==> src/llsa_pkg.sv <==
`timescale 1ns / 1ps

package llsa_pkg;

  // Defaults for the top-level parameters.
  localparam int SERVERS_DEF   = 64;
  localparam int TIME_BITS_DEF = 32;

  // Fixed field widths.
  localparam int MODE_W    = 2;
  localparam int SRV_W     = 6;
  localparam int IN_TIME_W = 32;
  localparam int LOAD_W    = 16;
  localparam int FIN_W     = 48;
  localparam int CFG_W     = 7;

  localparam logic [CFG_W-1:0]  CFG_RESET = 7'd64;
  localparam logic [LOAD_W-1:0] LOAD_MAX  = '1;
  localparam logic [FIN_W-1:0]  FIN_MAX   = '1;

  // Event codes; the fourth code is answered with an error result.
  localparam logic [MODE_W-1:0] MODE_CLEAR  = 2'd0;
  localparam logic [MODE_W-1:0] MODE_ARRIVE = 2'd1;
  localparam logic [MODE_W-1:0] MODE_DEPART = 2'd2;

  typedef struct packed {
    logic in_ready;
    logic in_take;
    logic cnt_zero;
    logic cnt_inc;
    logic clr_wr;
    logic scan_rd;
    logic dep_calc;
    logic finish;
  } llsa_cmd_t;

  typedef struct packed {
    logic              in_valid;
    logic [MODE_W-1:0] mode;
    logic              cnt_last_all;
    logic              cnt_last_use;
    logic              out_free;
  } llsa_sts_t;

endpackage

==> src/llsa_ctrl.sv <==
`timescale 1ns / 1ps

module llsa_ctrl (
  input  logic                clk,
  input  logic                rst_n,
  input  llsa_pkg::llsa_sts_t sts,
  output llsa_pkg::llsa_cmd_t cmd
);
  import llsa_pkg::*;

  typedef enum logic [7:0] {
    S_IDLE      = 8'b0000_0001,
    S_DISPATCH  = 8'b0000_0010,
    S_CLEAR     = 8'b0000_0100,
    S_SCAN      = 8'b0000_1000,
    S_SCAN_LAST = 8'b0001_0000,
    S_READ      = 8'b0010_0000,
    S_CALC      = 8'b0100_0000,
    S_FINISH    = 8'b1000_0000
  } state_t;

  state_t state_r, state_nxt;
  logic   boot_r, boot_nxt;

  always_comb begin
    state_nxt = state_r;
    boot_nxt  = boot_r;
    cmd       = '0;
    unique case (state_r)
      S_IDLE: begin
        cmd.in_ready = 1'b1;
        cmd.cnt_zero = 1'b1;
        cmd.in_take  = sts.in_valid;
        if (sts.in_valid) begin
          state_nxt = S_DISPATCH;
        end
      end
      S_DISPATCH: begin
        unique case (sts.mode)
          MODE_CLEAR:  state_nxt = S_CLEAR;
          MODE_ARRIVE: state_nxt = S_SCAN;
          MODE_DEPART: state_nxt = S_READ;
          default:     state_nxt = S_FINISH;
        endcase
      end
      S_CLEAR: begin
        cmd.clr_wr  = 1'b1;
        cmd.cnt_inc = 1'b1;
        if (sts.cnt_last_all) begin
          // The sweep after reset produces no result.
          state_nxt = boot_r ? S_IDLE : S_FINISH;
          boot_nxt  = 1'b0;
        end
      end
      S_SCAN: begin
        cmd.scan_rd = 1'b1;
        cmd.cnt_inc = 1'b1;
        if (sts.cnt_last_use) begin
          state_nxt = S_SCAN_LAST;
        end
      end
      S_SCAN_LAST: state_nxt = S_FINISH;
      S_READ: state_nxt = S_CALC;
      S_CALC: begin
        cmd.dep_calc = 1'b1;
        state_nxt    = S_FINISH;
      end
      S_FINISH: begin
        cmd.finish = 1'b1;
        if (sts.out_free) begin
          state_nxt = S_IDLE;
        end
      end
      default: state_nxt = S_IDLE;
    endcase
  end

  always_ff @(posedge clk) begin
    if (!rst_n) begin
      state_r <= S_CLEAR;
      boot_r  <= 1'b1;
    end else begin
      state_r <= state_nxt;
      boot_r  <= boot_nxt;
    end
  end

endmodule

==> config.mk <==
export PLATFORM = sky130hd
export DESIGN_NAME = llsa_ctrl
export DESIGN_NICKNAME = d
export VERILOG_FILES = /design/src/llsa_pkg.sv /design/src/llsa_ctrl.sv
export SDC_FILE = /design/constraint.sdc
export NUM_CORES = 1
export LEC_CHECK = 0
export BUFFER_PORTS_ARGS = -buffer_cell sky130_fd_sc_hd__buf_2
export CAP_MARGIN = 30
export CELL_PAD_IN_SITES_DETAIL_PLACEMENT = 0
export CELL_PAD_IN_SITES_GLOBAL_PLACEMENT = 2
export CORE_MARGIN = 1.5
export CORE_UTILIZATION = 30
export DETAILED_ROUTE_END_ITERATION = 10
export PLACE_DENSITY_LB_ADDON = 0.1
export SKIP_LAST_GASP = 1
export SLEW_MARGIN = 20
export SYNTH_ARGS = -nofsm -noshare
export SYNTH_HDL_FRONTEND = slang
export SYNTH_SLANG_ARGS = --single-unit
==> constraint.sdc <==
create_clock -name clk -period 2.49 [get_ports clk]
set_input_delay 0.498 -clock clk [delete_from_list [all_inputs] [get_ports clk]]
set_output_delay 0.498 -clock clk [all_outputs]
set_load 0.05 [all_outputs]
==> results.toml <==
[clocking]
cts_hold_buf = 0
clock_latency_ns = 0.26
cts_resized = 0
clock_sinks = 9
cts_made_buffers = 3
cts-htree-levels = 1
postCtsSetupBuffers = 0
cts_tree = "done"
cts-root-buf = "clkbuf_4"
cts.path.max_buffers = 2
clk_pin_slew_worst_paths_ns = 0.06

[logic_synthesis]
async_flop_share = 0
syn_inst = 64
synth-simple-area-share = 0.4709
ys_ff_latch = 9
synth_top_family_by_area = "simple AND/OR/NAND/NOR gates"
synth_nets = 72
synth_edf_count = 0
muxShareOfSynthArea = 0
synth_xor_area_frac = 0.04709
syn_area_per_cell_um2 = 8.719
synth-compound-area-share = 0.1121
yosysWarnings = 0
syn_area_um2 = 558.0
synth_ff_type = "dfxtp_1"
yosys.cell_types.count = 29
synth_fa_ha_area_frac = 0
ys_seq_area_frac = 0.3229

[sta]
rsz0062_at_grt = "false"
finalHoldViolCount = 0
setup_viol = 0
worst_slew_margin_rel = 0.6606
clock_skew_ns = 0.003132
fin_crit_sh = 0.9247
worst_slack_ns = 0.1875
drv_slew = 0
tightest_slew_ns = 0.5049
setup_tns_ns = 0
finalCriticalPeriod_ns = 2.302
fmax_mhz = 434.3
hold_slack_ns = 0.4530

[global_route]
grt_usage = 0.1548
grt_pass1_vias = 482
antenna_found_initial = 0
grt_max_degree = 7
grt_remaining_overflow = 0
grt_pass1_wl_um = 2166

[route]
vias = 512
drc = 0
ant_nets = 0
first_pass_iters = 3
finalWirelength_um = 1271
drt-vias-per-instance = 4.741
avgRoutedWirePerCell_um = 11.77
drtIter0Drc = 8

[setup_path]
critPathMaxFanout = 6
cp-end-kind = "output port"
critPathArrivalTime_ns = 1.80
worstSetupPathType = "reg -> out"
start_kind = "register"
worstPathRequired_ns = 1.99

[place]
preCtsSetupSlack_ns = 0.4714
hpwl_um = 1058
routabilityCongestion = 0.7598
port_buffers = 15

[cells_and_area]
diodes = 0
multiInputGateArea_um2 = 354.1
regArea_um2 = 180.2
nFillCells = 198
drive_gt1_frac = 0.3855
nNetsFinal = 92
utilization = 0.3971
syn_to_final_growth_pct = 24.22

[die]
rows = 15
fp.dieW_um = 46.13
die_area_um2 = 2128
fp.dieH_um = 46.13
ios = 16
initial_core_util = 0.3197
core_region_area_um2 = 1745

[pwr]
peakVddDrop_mv = 0.2779
p_per_area_nw_per_um2 = 695.8
p_leak_nw = 0.3347
finalPower_mw = 0.4823

[min_path]
min_path_type = "in -> reg"

[job]
max-cap-violations = 0

[run_status]
outcome = "complete, no violations"
-- per-layer routing --
metal | up-vias | global-route usage | wire length, µm
met3 | 2 | 0.08235 | 70
met2 | 11 | 0.2333 | 603
met1 | 228 | 0.1872 | 583
li1 | 271 | - | -
met5 | - | 0 | 0
met4 | 0 | 0.05143 | 13
-- layout by cell type, fill, tap and decap left out, types with 2 or more instances in the layout --
master	count
and3_2	2
and4b_1	2
buf_2	15
clkbuf_4	3
dfxtp_1	9
inv_1	5
nand2_1	3
nand3_1	3
nand4b_1	3
nor2_1	7
nor2b_1	2
nor3_2	4
or4_1	2
or4b_1	2
xor2_1	3
-- report_power, final --
group          internal (mW)  leakage, nW  switching, mW
combinational         0.0688        0.246          0.129
sequential             0.156       0.0735         0.0151
clock                 0.0618       0.0150         0.0518
-- cell type report --
class,count,area share
Clock buffer,4,0.03791
Inverter,5,0.02708
Multi-Input combinational cell,49,0.5108
Sequential cell,9,0.2599
Tap cell,25,0.04513
Timing Repair Buffer,16,0.1191
-- registers in the layout, summed over array words and instances, names as in the netlist --
name     count
state_r      8
boot_r       1
-- metrics by stage --
stage	instance area [µm²]	std cells
detailed placement	666.9	104
global route	693.2	108
CTS	693.2	108
floorplan	560.5	64
finish	693.2	108
global placement	666.9	104
-- worst max-delay path, cell delays in order (launching register included) --
cell and delay, ns:
dfxtp_1 0.35, or4_1 0.57, or2_2 0.32, inv_1 0.05, buf_2 0.25
-- cells by family (layout without fill, tap and decap cells) --
group / count (synthesis) / after routing
buffers and inverters: 6 / 25
flip-flops: 9 / 9
XOR/XNOR: 3 / 3
AO/OA/AOI/OAI: 8 / 8
AND/OR/NAND/NOR: 38 / 38
-- worst paths after layout --
check | start | to | slack (ns) | depth (start not counted)
setup / recovery | state_r[6]$_SDFFE_PN0P_ | cmd[2] | 0.19 | 4
hold / removal | rst_n | boot_r$_SDFFE_PN1P_ | 0.45 | 2
setup reg to reg | state_r[7]$_SDFFE_PN0P_ | state_r[0]$_SDFFE_PN0P_ | 0.76 | 5
hold reg to reg | boot_r$_SDFFE_PN1P_ | boot_r$_SDFFE_PN1P_ | 0.48 | 2
-- cell usage after synthesis, drive strengths merged, types with 2 or more instances --
library cell	n	share of area
dfxtp	9	0.32
o21ai	2	0.018
and3	2	0.027
or4b	2	0.036
and4b	2	0.036
nor2b	2	0.022
nand4b	3	0.047
nand2	3	0.020
inv	5	0.034
xor2	3	0.047
nor2	8	0.054
nor3	4	0.072
or4	3	0.047
nor4	2	0.034
nand3	3	0.027
(Power assumes the default switching activity.)
